`src/rtl/core/page_frame_buffer_engine_macros.svh`:
```
// ---------------------------------------------------------------------------
// page_frame_buffer_engine_macros.svh
// Assertion helpers shared by the frame buffer engine RTL.
// ---------------------------------------------------------------------------
`ifndef PAGE_FRAME_BUFFER_ENGINE_MACROS_SVH
`define PAGE_FRAME_BUFFER_ENGINE_MACROS_SVH

// same-cycle implication
`define PFBE_ASSERT_IMP(label, clk, rst, ante, cons) \
  label: assert property (@(posedge clk) disable iff (rst) (ante) |-> (cons)) \
    else $error("pfbe: same-cycle check failed");

// next-cycle implication
`define PFBE_ASSERT_NEXT(label, clk, rst, ante, cons) \
  label: assert property (@(posedge clk) disable iff (rst) (ante) |=> (cons)) \
    else $error("pfbe: next-cycle check failed");

`endif

```
`src/rtl/core/pfbe_pkg.sv`:
```
// ---------------------------------------------------------------------------
// pfbe_pkg
// Shared types, opcodes and helpers of the page frame buffer engine.
// ---------------------------------------------------------------------------
`timescale 1ns / 1ps

package pfbe_pkg;

  localparam int COLUMNS_DEF = 64;
  localparam int ROWS_DEF    = 32;
  localparam int PAGE_ROWS   = 8;
  localparam int PAGE_SHIFT  = 3;

  localparam int OPCODE_W = 4;
  localparam int COL_W    = 7;
  localparam int ROW_W    = 6;
  localparam int BIDX_W   = 8;
  localparam int BYTE_W   = 8;
  localparam int S_DATA_W = 32;
  localparam int M_DATA_W = 16;

  typedef enum logic [OPCODE_W-1:0] {
    OP_SET         = 4'd0,
    OP_CLEAR       = 4'd1,
    OP_INVERT      = 4'd2,
    OP_CLEAR_ALL   = 4'd3,
    OP_INVERT_ALL  = 4'd4,
    OP_MIRROR_Y    = 4'd5,
    OP_MIRROR_X    = 4'd6,
    OP_MIRROR_BOTH = 4'd7,
    OP_READ        = 4'd8
  } opcode_e;

  typedef enum logic [1:0] {
    WALK_Y    = 2'd0,
    WALK_X    = 2'd1,
    WALK_BOTH = 2'd2
  } walk_mode_e;

  typedef struct packed {
    logic       start;
    logic       step;
    walk_mode_e mode;
  } walk_ctrl_t;

  function automatic logic [BYTE_W-1:0] flip_bits(input logic [BYTE_W-1:0] v);
    logic [BYTE_W-1:0] r;
    for (int k = 0; k < BYTE_W; k++) begin
      r[k] = v[BYTE_W-1-k];
    end
    return r;
  endfunction

endpackage

```
`src/rtl/core/page_frame_buffer_engine.sv`:
```
// ---------------------------------------------------------------------------
// page_frame_buffer_engine
// Monochrome page-organized frame store with pixel, whole-store, mirror
// and byte-read commands; one status word per command.
// Pixel commands read, then modify-write one byte; refused ones write nothing.
// Byte read: RAM read data is registered, then loaded into the output word;
// others load at accept. Clear all zeroes each byte; invert all reads and writes
// back each byte; mirrors read a byte pair, then write both through the single
// RAM write port. Reset clears the store (256 by default), s_axis_tready low.
// ---------------------------------------------------------------------------
`timescale 1ns / 1ps
`include "page_frame_buffer_engine_macros.svh"

module page_frame_buffer_engine import pfbe_pkg::*; #(
  parameter int COLUMNS = COLUMNS_DEF,
  parameter int ROWS    = ROWS_DEF
) (
  input  logic                clk,
  input  logic                rst,
  input  logic                s_axis_tvalid,
  output logic                s_axis_tready,
  // opcode[3:0], pixel_column[10:4], pixel_row[16:11], byte_index[24:17]
  input  logic [S_DATA_W-1:0] s_axis_tdata,
  output logic                m_axis_tvalid,
  input  logic                m_axis_tready,
  // status[0], read_byte[8:1]
  output logic [M_DATA_W-1:0] m_axis_tdata
);

  localparam int PAGES       = ROWS / PAGE_ROWS;
  localparam int STORE_BYTES = COLUMNS * PAGES;
  localparam int AW          = $clog2(STORE_BYTES);

  typedef enum logic [8:0] {
    S_INIT    = 9'b000000001,
    S_IDLE    = 9'b000000010,
    S_PIX     = 9'b000000100,
    S_READ    = 9'b000001000,
    S_INV_RD  = 9'b000010000,
    S_INV_WR  = 9'b000100000,
    S_MIR_RD  = 9'b001000000,
    S_MIR_WR1 = 9'b010000000,
    S_MIR_WR2 = 9'b100000000
  } state_t;

  state_t state, state_next;

  opcode_e           in_op;
  logic [COL_W-1:0]  in_col;
  logic [ROW_W-1:0]  in_row;
  logic [BIDX_W-1:0] in_bidx;
  logic              pix_ok, rd_ok, accept;
  logic [AW-1:0]     pix_idx, rd_idx;
  logic [BYTE_W-1:0] pix_mask_in;

  logic [AW-1:0]     sweep, sweep_next;
  logic [AW-1:0]     pix_addr;
  logic [BYTE_W-1:0] pix_mask;
  opcode_e           pix_op;
  logic [BYTE_W-1:0] hold;
  logic              flip;

  logic              out_valid, out_status;
  logic [BYTE_W-1:0] out_byte;
  logic              load, load_status;
  logic [BYTE_W-1:0] load_byte;

  logic              ram_we;
  logic [AW-1:0]     ram_waddr, ram_raddr_a, ram_raddr_b;
  logic [BYTE_W-1:0] ram_wdata, rd_a, rd_b;

  walk_ctrl_t        walk_ctrl;
  logic [AW-1:0]     walk_i, walk_j;
  logic              walk_last;

  assign in_op   = opcode_e'(s_axis_tdata[OPCODE_W-1:0]);
  assign in_col  = s_axis_tdata[OPCODE_W +: COL_W];
  assign in_row  = s_axis_tdata[OPCODE_W+COL_W +: ROW_W];
  assign in_bidx = s_axis_tdata[OPCODE_W+COL_W+ROW_W +: BIDX_W];

  assign pix_ok      = (int'(in_col) < COLUMNS) && (int'(in_row) < ROWS);
  assign rd_ok       = int'(in_bidx) < STORE_BYTES;
  assign pix_idx     = AW'(int'(in_col) + int'(in_row >> PAGE_SHIFT) * COLUMNS);
  assign rd_idx      = AW'(in_bidx);
  assign pix_mask_in = BYTE_W'(1) << in_row[PAGE_SHIFT-1:0];

  assign s_axis_tready = (state == S_IDLE) && (!out_valid || m_axis_tready);
  assign accept        = s_axis_tvalid && s_axis_tready;

  assign m_axis_tvalid = out_valid;
  assign m_axis_tdata  = {{(M_DATA_W-BYTE_W-1){1'b0}}, out_byte, out_status};

  pfbe_ram #(
    .WIDTH (BYTE_W),
    .DEPTH (STORE_BYTES)
  ) u_store (
    .clk     (clk),
    .we      (ram_we),
    .waddr   (ram_waddr),
    .wdata   (ram_wdata),
    .raddr_a (ram_raddr_a),
    .raddr_b (ram_raddr_b),
    .rdata_a (rd_a),
    .rdata_b (rd_b)
  );

  pfbe_walk #(
    .COLUMNS (COLUMNS),
    .ROWS    (ROWS)
  ) u_walk (
    .clk    (clk),
    .rst    (rst),
    .ctrl   (walk_ctrl),
    .addr_i (walk_i),
    .addr_j (walk_j),
    .last   (walk_last)
  );

  always_comb begin
    state_next  = state;
    sweep_next  = sweep;
    walk_ctrl   = '{start: 1'b0, step: 1'b0, mode: WALK_Y};
    ram_we      = 1'b0;
    ram_waddr   = sweep;
    ram_wdata   = '0;
    ram_raddr_a = sweep;
    ram_raddr_b = walk_j;
    load        = 1'b0;
    load_status = 1'b0;
    load_byte   = '0;
    unique case (state)
      S_INIT: begin
        ram_we    = 1'b1;
        ram_waddr = sweep;
        if (sweep == AW'(STORE_BYTES - 1)) begin
          sweep_next = '0;
          state_next = S_IDLE;
        end else begin
          sweep_next = sweep + 1'b1;
        end
      end
      S_IDLE: begin
        ram_raddr_a = (in_op == OP_READ) ? rd_idx : pix_idx;
        if (accept) begin
          unique case (in_op)
            OP_SET, OP_CLEAR, OP_INVERT: begin
              load        = 1'b1;
              load_status = !pix_ok;
              if (pix_ok) begin
                state_next = S_PIX;
              end
            end
            OP_CLEAR_ALL: begin
              load       = 1'b1;
              state_next = S_INIT;
            end
            OP_INVERT_ALL: begin
              load       = 1'b1;
              state_next = S_INV_RD;
            end
            OP_MIRROR_Y: begin
              load            = 1'b1;
              walk_ctrl.start = 1'b1;
              walk_ctrl.mode  = WALK_Y;
              state_next      = S_MIR_RD;
            end
            OP_MIRROR_X: begin
              load            = 1'b1;
              walk_ctrl.start = 1'b1;
              walk_ctrl.mode  = WALK_X;
              state_next      = S_MIR_RD;
            end
            OP_MIRROR_BOTH: begin
              load            = 1'b1;
              walk_ctrl.start = 1'b1;
              walk_ctrl.mode  = WALK_BOTH;
              state_next      = S_MIR_RD;
            end
            OP_READ: begin
              if (rd_ok) begin
                state_next = S_READ;
              end else begin
                load        = 1'b1;
                load_status = 1'b1;
              end
            end
            default: begin
              load        = 1'b1;
              load_status = 1'b1;
            end
          endcase
        end
      end
      S_PIX: begin
        ram_we    = 1'b1;
        ram_waddr = pix_addr;
        unique case (pix_op)
          OP_SET:   ram_wdata = rd_a | pix_mask;
          OP_CLEAR: ram_wdata = rd_a & ~pix_mask;
          default:  ram_wdata = rd_a ^ pix_mask;
        endcase
        state_next = S_IDLE;
      end
      S_READ: begin
        load       = 1'b1;
        load_byte  = rd_a;
        state_next = S_IDLE;
      end
      S_INV_RD: begin
        state_next = S_INV_WR;
      end
      S_INV_WR: begin
        ram_we    = 1'b1;
        ram_waddr = sweep;
        ram_wdata = ~rd_a;
        if (sweep == AW'(STORE_BYTES - 1)) begin
          sweep_next = '0;
          state_next = S_IDLE;
        end else begin
          sweep_next = sweep + 1'b1;
          state_next = S_INV_RD;
        end
      end
      S_MIR_RD: begin
        ram_raddr_a = walk_i;
        ram_raddr_b = walk_j;
        state_next  = S_MIR_WR1;
      end
      S_MIR_WR1: begin
        ram_we     = 1'b1;
        ram_waddr  = walk_i;
        ram_wdata  = flip ? flip_bits(rd_b) : rd_b;
        state_next = S_MIR_WR2;
      end
      S_MIR_WR2: begin
        ram_we    = 1'b1;
        ram_waddr = walk_j;
        ram_wdata = flip ? flip_bits(hold) : hold;
        if (walk_last) begin
          state_next = S_IDLE;
        end else begin
          walk_ctrl.step = 1'b1;
          state_next     = S_MIR_RD;
        end
      end
      default: begin
        state_next = S_IDLE;
      end
    endcase
  end

  always_ff @(posedge clk) begin
    if (rst) begin
      state     <= S_INIT;
      sweep     <= '0;
      out_valid <= 1'b0;
    end else begin
      state <= state_next;
      sweep <= sweep_next;
      if (load) begin
        out_valid <= 1'b1;
      end else if (m_axis_tready) begin
        out_valid <= 1'b0;
      end
    end
  end

  always_ff @(posedge clk) begin
    if (accept) begin
      pix_addr <= pix_idx;
      pix_mask <= pix_mask_in;
      pix_op   <= in_op;
      flip     <= (in_op == OP_MIRROR_X) || (in_op == OP_MIRROR_BOTH);
    end
    if (state == S_MIR_WR1) begin
      hold <= rd_a;
    end
    if (load) begin
      out_status <= load_status;
      out_byte   <= load_byte;
    end
  end

  `PFBE_ASSERT_NEXT(a_read_slot_free, clk, rst, accept && (in_op == OP_READ) && rd_ok, !m_axis_tvalid)
  `PFBE_ASSERT_IMP(a_idle_no_write, clk, rst, state == S_IDLE, !ram_we)
  `PFBE_ASSERT_NEXT(a_clear_pass_ends, clk, rst, (state == S_INIT) && (sweep == AW'(STORE_BYTES - 1)), state == S_IDLE)
  `PFBE_ASSERT_NEXT(a_mirror_ends, clk, rst, (state == S_MIR_WR2) && walk_last, state == S_IDLE)

endmodule

```
`src/rtl/core/pfbe_ram.sv`:
```
// ---------------------------------------------------------------------------
// pfbe_ram
// Generic RAM: one write port, two read ports, registered read data.
// ---------------------------------------------------------------------------
`timescale 1ns / 1ps

module pfbe_ram #(
  parameter int   WIDTH = 8,
  parameter int   DEPTH = 256,
  localparam int  AW    = $clog2(DEPTH)
) (
  input  logic             clk,
  input  logic             we,
  input  logic [AW-1:0]    waddr,
  input  logic [WIDTH-1:0] wdata,
  input  logic [AW-1:0]    raddr_a,
  input  logic [AW-1:0]    raddr_b,
  output logic [WIDTH-1:0] rdata_a,
  output logic [WIDTH-1:0] rdata_b
);

  logic [WIDTH-1:0] mem [DEPTH];

  always_ff @(posedge clk) begin
    if (we) begin
      mem[waddr] <= wdata;
    end
    rdata_a <= mem[raddr_a];
    rdata_b <= mem[raddr_b];
  end

endmodule

```
`src/rtl/core/pfbe_walk.sv`:
```
// ---------------------------------------------------------------------------
// pfbe_walk
// Pair address generator for the mirror sweeps: yields each pair (i, j)
// of bytes that trade places once, with i never above j.
// ---------------------------------------------------------------------------
`timescale 1ns / 1ps
`include "page_frame_buffer_engine_macros.svh"

module pfbe_walk import pfbe_pkg::*; #(
  parameter int  COLUMNS     = COLUMNS_DEF,
  parameter int  ROWS        = ROWS_DEF,
  localparam int PAGES       = ROWS / PAGE_ROWS,
  localparam int STORE_BYTES = COLUMNS * PAGES,
  localparam int AW          = $clog2(STORE_BYTES)
) (
  input  logic          clk,
  input  logic          rst,
  input  walk_ctrl_t    ctrl,
  output logic [AW-1:0] addr_i,
  output logic [AW-1:0] addr_j,
  output logic          last
);

  localparam int CW      = $clog2(COLUMNS);
  localparam int PW      = (PAGES > 1) ? $clog2(PAGES) : 1;
  localparam int YC_LAST = (COLUMNS - 1) / 2;
  localparam int XP_LAST = (PAGES - 1) / 2;
  localparam int B_LAST  = (STORE_BYTES - 1) / 2;

  logic [CW-1:0] col_cnt;
  logic [PW-1:0] page_cnt;
  walk_mode_e    mode;

  always_comb begin
    unique case (mode)
      WALK_Y:    last = (page_cnt == PW'(PAGES - 1)) && (col_cnt == CW'(YC_LAST));
      WALK_X:    last = (page_cnt == PW'(XP_LAST)) && (col_cnt == CW'(COLUMNS - 1));
      WALK_BOTH: last = (addr_i == AW'(B_LAST));
      default:   last = 1'b1;
    endcase
  end

  always_ff @(posedge clk) begin
    if (rst) begin
      addr_i   <= '0;
      addr_j   <= '0;
      col_cnt  <= '0;
      page_cnt <= '0;
      mode     <= WALK_Y;
    end else if (ctrl.start) begin
      mode     <= ctrl.mode;
      addr_i   <= '0;
      col_cnt  <= '0;
      page_cnt <= '0;
      unique case (ctrl.mode)
        WALK_Y:  addr_j <= AW'(COLUMNS - 1);
        WALK_X:  addr_j <= AW'((PAGES - 1) * COLUMNS);
        default: addr_j <= AW'(STORE_BYTES - 1);
      endcase
    end else if (ctrl.step) begin
      unique case (mode)
        WALK_Y: begin
          if (col_cnt == CW'(YC_LAST)) begin
            page_cnt <= page_cnt + 1'b1;
            col_cnt  <= '0;
            addr_i   <= addr_i + AW'(COLUMNS - YC_LAST);
            addr_j   <= addr_i + AW'(2 * COLUMNS - 1 - YC_LAST);
          end else begin
            col_cnt <= col_cnt + 1'b1;
            addr_i  <= addr_i + 1'b1;
            addr_j  <= addr_j - 1'b1;
          end
        end
        WALK_X: begin
          addr_i <= addr_i + 1'b1;
          if (col_cnt == CW'(COLUMNS - 1)) begin
            page_cnt <= page_cnt + 1'b1;
            col_cnt  <= '0;
            addr_j   <= addr_j - AW'(2 * COLUMNS - 1);
          end else begin
            col_cnt <= col_cnt + 1'b1;
            addr_j  <= addr_j + 1'b1;
          end
        end
        default: begin
          addr_i <= addr_i + 1'b1;
          addr_j <= addr_j - 1'b1;
        end
      endcase
    end
  end

  `PFBE_ASSERT_IMP(a_pair_order, clk, rst, 1'b1, addr_i <= addr_j)

endmodule

```
`config.mk`:
```
export PLATFORM = sky130hd
export DESIGN_NAME = page_frame_buffer_engine
export DESIGN_NICKNAME = d
export VERILOG_FILES = /design/src/rtl/core/pfbe_pkg.sv /design/src/rtl/core/page_frame_buffer_engine.sv /design/src/rtl/core/pfbe_ram.sv /design/src/rtl/core/pfbe_walk.sv
export VERILOG_INCLUDE_DIRS = /design/src /design/src/rtl/core
export SDC_FILE = /design/constraint.sdc
export NUM_CORES = 2
export LEC_CHECK = 0
export BUFFER_PORTS_ARGS = -buffer_cell sky130_fd_sc_hd__buf_2
export CORE_MARGIN = 5
export CORE_UTILIZATION = 30
export CTS_BUF_LIST = sky130_fd_sc_hd__clkbuf_4 sky130_fd_sc_hd__clkbuf_8
export DETAILED_ROUTE_END_ITERATION = 12
export MAX_ROUTING_LAYER = met4
export PLACE_DENSITY_LB_ADDON = 0.15
export SYNTH_ARGS = -nofsm -noshare
export SYNTH_HDL_FRONTEND = slang
export SYNTH_SLANG_ARGS = --single-unit
```
`constraint.sdc`:
```
create_clock -name clk -period 13.4 [get_ports clk]
set_input_delay 0.67 -clock clk [delete_from_list [all_inputs] [get_ports clk]]
set_output_delay 0.67 -clock clk [all_outputs]
set_load 0.02 [all_outputs]
```
# Word level (Yosys, flattened, before mapping)
# Memories as Yosys holds them, arrays and structs flattened. A register that Yosys moved wholly into a read port is not among the register bits.
# Cells that the tools add are included.
[word_totals]
memories = 1
regBits = 82
inputBits = 36
ramBits = 2048
[mem_list]
columns = ["memory", "words", "width", "read_ports", "rd_clocked_by_memory_dff", "write_ports", "line", "rtl"]
rows = [
  ["u_store.mem", 256, 8, 2, 2, 1, "pfbe_ram.sv:22", "logic [WIDTH-1:0] mem [DEPTH];"],
]
[classes]
bitwise = 5
magnitude_cmp = 2
muxes = 47
n_reduce_logical = 26
n_eq_ne = 33
n_shift = 1
addsub = 10
[ops]
columns = ["operator", "n"]
rows = [
  ["$mux 8", 10],
  ["$pmux 8 s2", 4],
  ["$pmux 9 s7", 1],
  ["$pmux 9 s5", 1],
  ["$pmux 8 s4", 1],
  ["$mux 9", 3],
  ["$add 8x1->8 const B", 3],
  ["$pmux 8 s3", 1],
  ["$eq 4x3->1 const B", 4],
  ["$not 8->8", 2],
  ["$mux 1", 12],
  ["$mux 6", 2],
  ["$pmux 6 s2", 1],
  ["$eq 9x1->1 const B", 1],
  ["$eq 9x2->1 const B", 1],
  ["$eq 9x3->1 const B", 1],
  ["$eq 9x4->1 const B", 1],
  ["$eq 9x5->1 const B", 1],
  ["$eq 9x6->1 const B", 1],
  ["$eq 9x7->1 const B", 1],
  ["$eq 9x8->1 const B", 1],
  ["$eq 9x9->1 const B", 1],
  ["$add 7x8->8", 1],
  ["$add 8x6->8 const B", 1],
  ["42 further kinds", 68],
]

# Longest topological paths before layout
[depth]
ltp_word = 9
depth_mapped = 15

# Cells and area by module
# A second synthesis with hierarchy kept.
[unflattened]
hier_cells = 5447
hier_area_um2 = 102288.1
[modules_own_cells]
columns = ["module", "instances", "cells_per_inst", "area_per_inst_um2"]
rows = [
  ["pfbe_ram", 1, 4847, 96973.0],
  ["page_frame_buffer_engine", 1, 391, 3585.9],
  ["pfbe_walk", 1, 209, 1729.2],
]

# Worst setup path after synthesis
# OpenSTA, ideal clock, no wires.
[synth_timing]
kind = "flip-flop to flip-flop"
start = "register state[4]"
end = "memory u_store.mem[0][0] (data pin)"
path_slack_ns = 2.993
synth_period_minus_slack_ns = 10.407
setup_ns = 1.629
path_stages_with_launch = 6
arrival_time_ns = 8.778
required_ns = 11.771
cell_sequence = "dfxtp_1 nor4_2 nand3b_1 or3b_2 clkbuf_1 o221ai_1"
[synth_via]
elab_chain_cells = 2
word_cells_on_any_way = 5
cone_classes = "4 x eq/ne; 1 x mux"
[synth_rtl]
columns = ["element", "line", "rtl"]
rows = [
  ["from (decl)", "page_frame_buffer_engine.sv:46", "state_t state, state_next;"],
  ["from (signal assigned)", "page_frame_buffer_engine.sv:258", "state <= state_next;"],
  ["$eq 9x9->1, or another cell as far along", "page_frame_buffer_engine.sv:131", "unique case (state)"],
  ["$pmux 8 s4 (*)", "page_frame_buffer_engine.sv:131", ""],
  ["named net ram_wdata[0]", "page_frame_buffer_engine.sv:70", "logic [BYTE_W-1:0] ram_wdata, rd_a, rd_b;"],
  ["to (decl)", "pfbe_ram.sv:22", ""],
]
# The timed path passes the listed nets; every way through them passes the cells marked *.

# Worst setup path after layout
[layout_timing]
start = "register state[2]"
end = "register u_store.rdata_a[4] (read register of u_store.mem)"
[layout_via]
elab_chain_cells = 2
word_cells_on_any_way = 3
cone_classes = "2 x eq/ne; 1 x mux"
[layout_rtl]
columns = ["element", "line", "rtl"]
rows = [
  ["$eq 9x7->1 / $eq 9x2->1 (equally long branches)", "page_frame_buffer_engine.sv:131", ""],
  ["$pmux 8 s2 (*)", "page_frame_buffer_engine.sv:131", ""],
  ["to (decl)", "pfbe_ram.sv:18", "output logic [WIDTH-1:0] rdata_a,"],
]
# Every way passes the cells marked *; elsewhere a longest branch is shown, timed or not.
# A chain may end at the register's enable or synchronous reset.

==> impl_metrics.ini <==
[clock_network]
post_cts_buffers = 0
cts_inserted_buffers = 382
clock_path_buffers = 4
insertion_delay_ps = 1090
hold_buffers = 23
cts_max_level = 5
root_buffer = clkbuf_8
cts_resized = 0
clkTransAtPathRegs_ps = 60
cts_tree = yes
cts.sinks = 2146

[floorplan]
initial_core_util_pct = 30.1
core_area_um2 = 336000
die_h_um = 591
rows = 213
boundaryPins = 54
die_w_um = 591
dieArea_um2 = 349000

[placement]
dpl_cell_area_um2 = 107000
routabilityCongestion = 0.847
dp.final_hpwl_mm = 228
io_buffer_count = 39
pre_cts_ws_ps = 5630

[route]
antenna_left = 0
viasPerCell = 5.56
drt_drc_violations_left = 0
wl_per_cell_um = 33.0
first_iter_violations = 6169
first_pass_iters = 5
vias = 62200
wl_mm = 370

[hold_path]
min_from = s_axis_tdata[16]
hp-class = input port to flop
worstHoldPathCells = 4

[synth]
syn_inst = 6183
ys_warn_count = 0
synth_area_um2 = 101000
synth-seq-cells = 2146
synth_ff_type = edfxtp_1
ys_seq_area_share_pct = 63.1
synth_edf_count = 2086
avgSynthCellArea_um2 = 16.4
synthArstFlopShare_pct = 0
yosysUniqueCellTypes = 73

[timing]
finalSetupViolCount = 0
slew_viol_final = 0
maxSlewHeadroom_pct = 2.88
worst_slack_ps = 5890
setup_tns_ps = 0
skew_ps = 72.9
rsz0062_at_grt = false
period_share_pct = 56.0
tightest_slew_ps = 1440
layout_min_cycle_time_ps = 7510
hold_violations = 0
fmax_mhz = 133

[power_and_ir_drop]
sw_frac_of_total_pct = 30.4
p_leak_nw = 32.0
p_per_area_nw_per_um2 = 145
p_sw_mw = 5.07
pwr-share-seq_pct = 44.3
p_clk_share_pct = 37.0
power_mw = 16.7
intPower_mw = 11.6
ir_drop_v = 0.000164
combPwrFrac_pct = 18.8

[cells_and_area]
nFillCells = 32300
synthToLayoutAreaGrowth_pct = 13.5
regArea_um2 = 63900
layout_commonest_cell = edfxtp_1
fin_nets = 6417
layout_common_cells = edfxtp_1, mux4_2, mux2i_1
drive_gt1_share_pct = 25.2
fin_area_um2 = 115000
multi_input_area_um2 = 35500

[global_routing]
antenna_found_initial = 17
grt.total_usage_pct = 21.2
grt_pass1_vias = 62300
grt_pass1_wl_mm = 510
grt_max_degree = 229
grt_overflow = 0

[worst_setup_path]
critPathArrivalTime_ps = 8400
critPathLaunch = state[2]
cp_max_fo = 102
rr_worst_depth = 13
crit_required_ps = 14290
cp-end-kind = flop
crit_type = flop to flop
r2r-start = state[2]
start_kind = flop

[run_status]
outcome = finished clean

[flow_run]
drv_cap = 0
[power groups by stage]
stage / Combinational, mW / Sequential, mW / Clock, mW
6_report: 3.13 / 7.38 / 6.16
3_3_place_gp: 3.11 / 7.51 / 0
5_1_grt: 3.25 / 7.38 / 6.62
2_1_floorplan: 1.94 / 7.47 / 0
4_1_cts: 3.12 / 7.38 / 6.32
3_5_place_dp: 3.11 / 7.52 / 0
[cells in the mapped netlist, types with 55 or more instances]
library cell,n,area (µm²)
edfxtp_1,2086,62600
mux4_2,767,17300
mux2i_1,603,6040
nand2_1,590,2210
nor2_1,336,1260
a21oi_1,273,1370
clkbuf_1,246,923
o22ai_1,173,1080
buf_2,150,751
o221ai_1,74,648
buf_1,64,240
o22a_1,62,543
dfxtp_1,60,1200
a22oi_1,56,420
o31ai_1,55,413
[path summary, 6_finish.rpt]
kind | end | slack [ps]
max | u_store.rdata_a[4] | 5890
min | out_status | 130
max reg2reg | u_store.rdata_a[4] | 5890
min reg2reg | u_walk.col_cnt[1] | 530
[state kept, by name, indices dropped and copies added, names as in the netlist, 2 cells and up]
| register | cells |
|---|---|
| u_store.mem | 2048 |
| state | 9 |
| hold | 8 |
| out_byte | 8 |
| pix_addr | 8 |
| pix_mask | 8 |
| sweep | 8 |
| u_store.rdata_a | 8 |
| u_store.rdata_b | 8 |
| u_walk.addr_i | 8 |
| u_walk.addr_j | 8 |
| u_walk.col_cnt | 6 |
| pix_op | 4 |
| u_walk.mode | 2 |
| u_walk.page_cnt | 2 |
[worst max-delay path, cell delays in order (launching register included)]
cell       delay [ps]
dfxtp_1           370
nor3_1            730
nand3_1           790
o211ai_4          740
buf_12            520
buf_12            410
buf_4             560
mux2i_1           260
o22a_1            150
o221ai_1          150
o31ai_1           580
o2111ai_1         410
a22oi_1          1000
o31ai_1           180
[cells by family (layout without fill, tap and decap cells)]
group | after synthesis | in the layout | share of synthesized area [%]
flip-flops | 2146 | 2146 | 63.1
multiplexers | 1379 | 1379 | 23.1
AND/OR/NAND/NOR | 1215 | 1215 | 5.18
AO/OA/AOI/OAI | 863 | 863 | 5.73
buffers and inverters | 518 | 991 | 2.23
XOR/XNOR | 33 | 33 | 0.286
adder cells (fa/ha/maj) | 28 | 28 | 0.344
other | 1 | 20 | 0.00371
[cell type report]
class / instances / share of cell area (%)
repair buffers: 267 / 1.94
diodes: 13 / 0.0283
multi-input cells: 3525 / 30.9
well taps: 4515 / 4.92
clock buffers: 511 / 5.47
inverters: 32 / 0.105
clock inverters: 181 / 1.04
flip-flops and latches: 2146 / 55.6
[metrics by stage]
stage | cells | utilization (%) | hold slack (ps)
floorplan | 6189 | - | 470
global placement | 10500 | 31.9 | 492
detailed placement | 10500 | 31.9 | 493
CTS | 11200 | 34.2 | 23.0
global route | 11200 | 34.2 | 146
finish | 11200 | 34.2 | 126
[routing by layer]
metal  vias to the layer above  share of wire, %  wire length [µm]  GRT usage [%]
met5                         -                 0                 0              -
met4                         0               2.8             10300           6.02
met3                       525               6.6             24600           3.99
met2                      2416                47            176000           33.4
met1                     33500                43            159000           28.1
li1                      25800                 -                 -              -
Note: power is estimated with default switching activity, not from simulation.
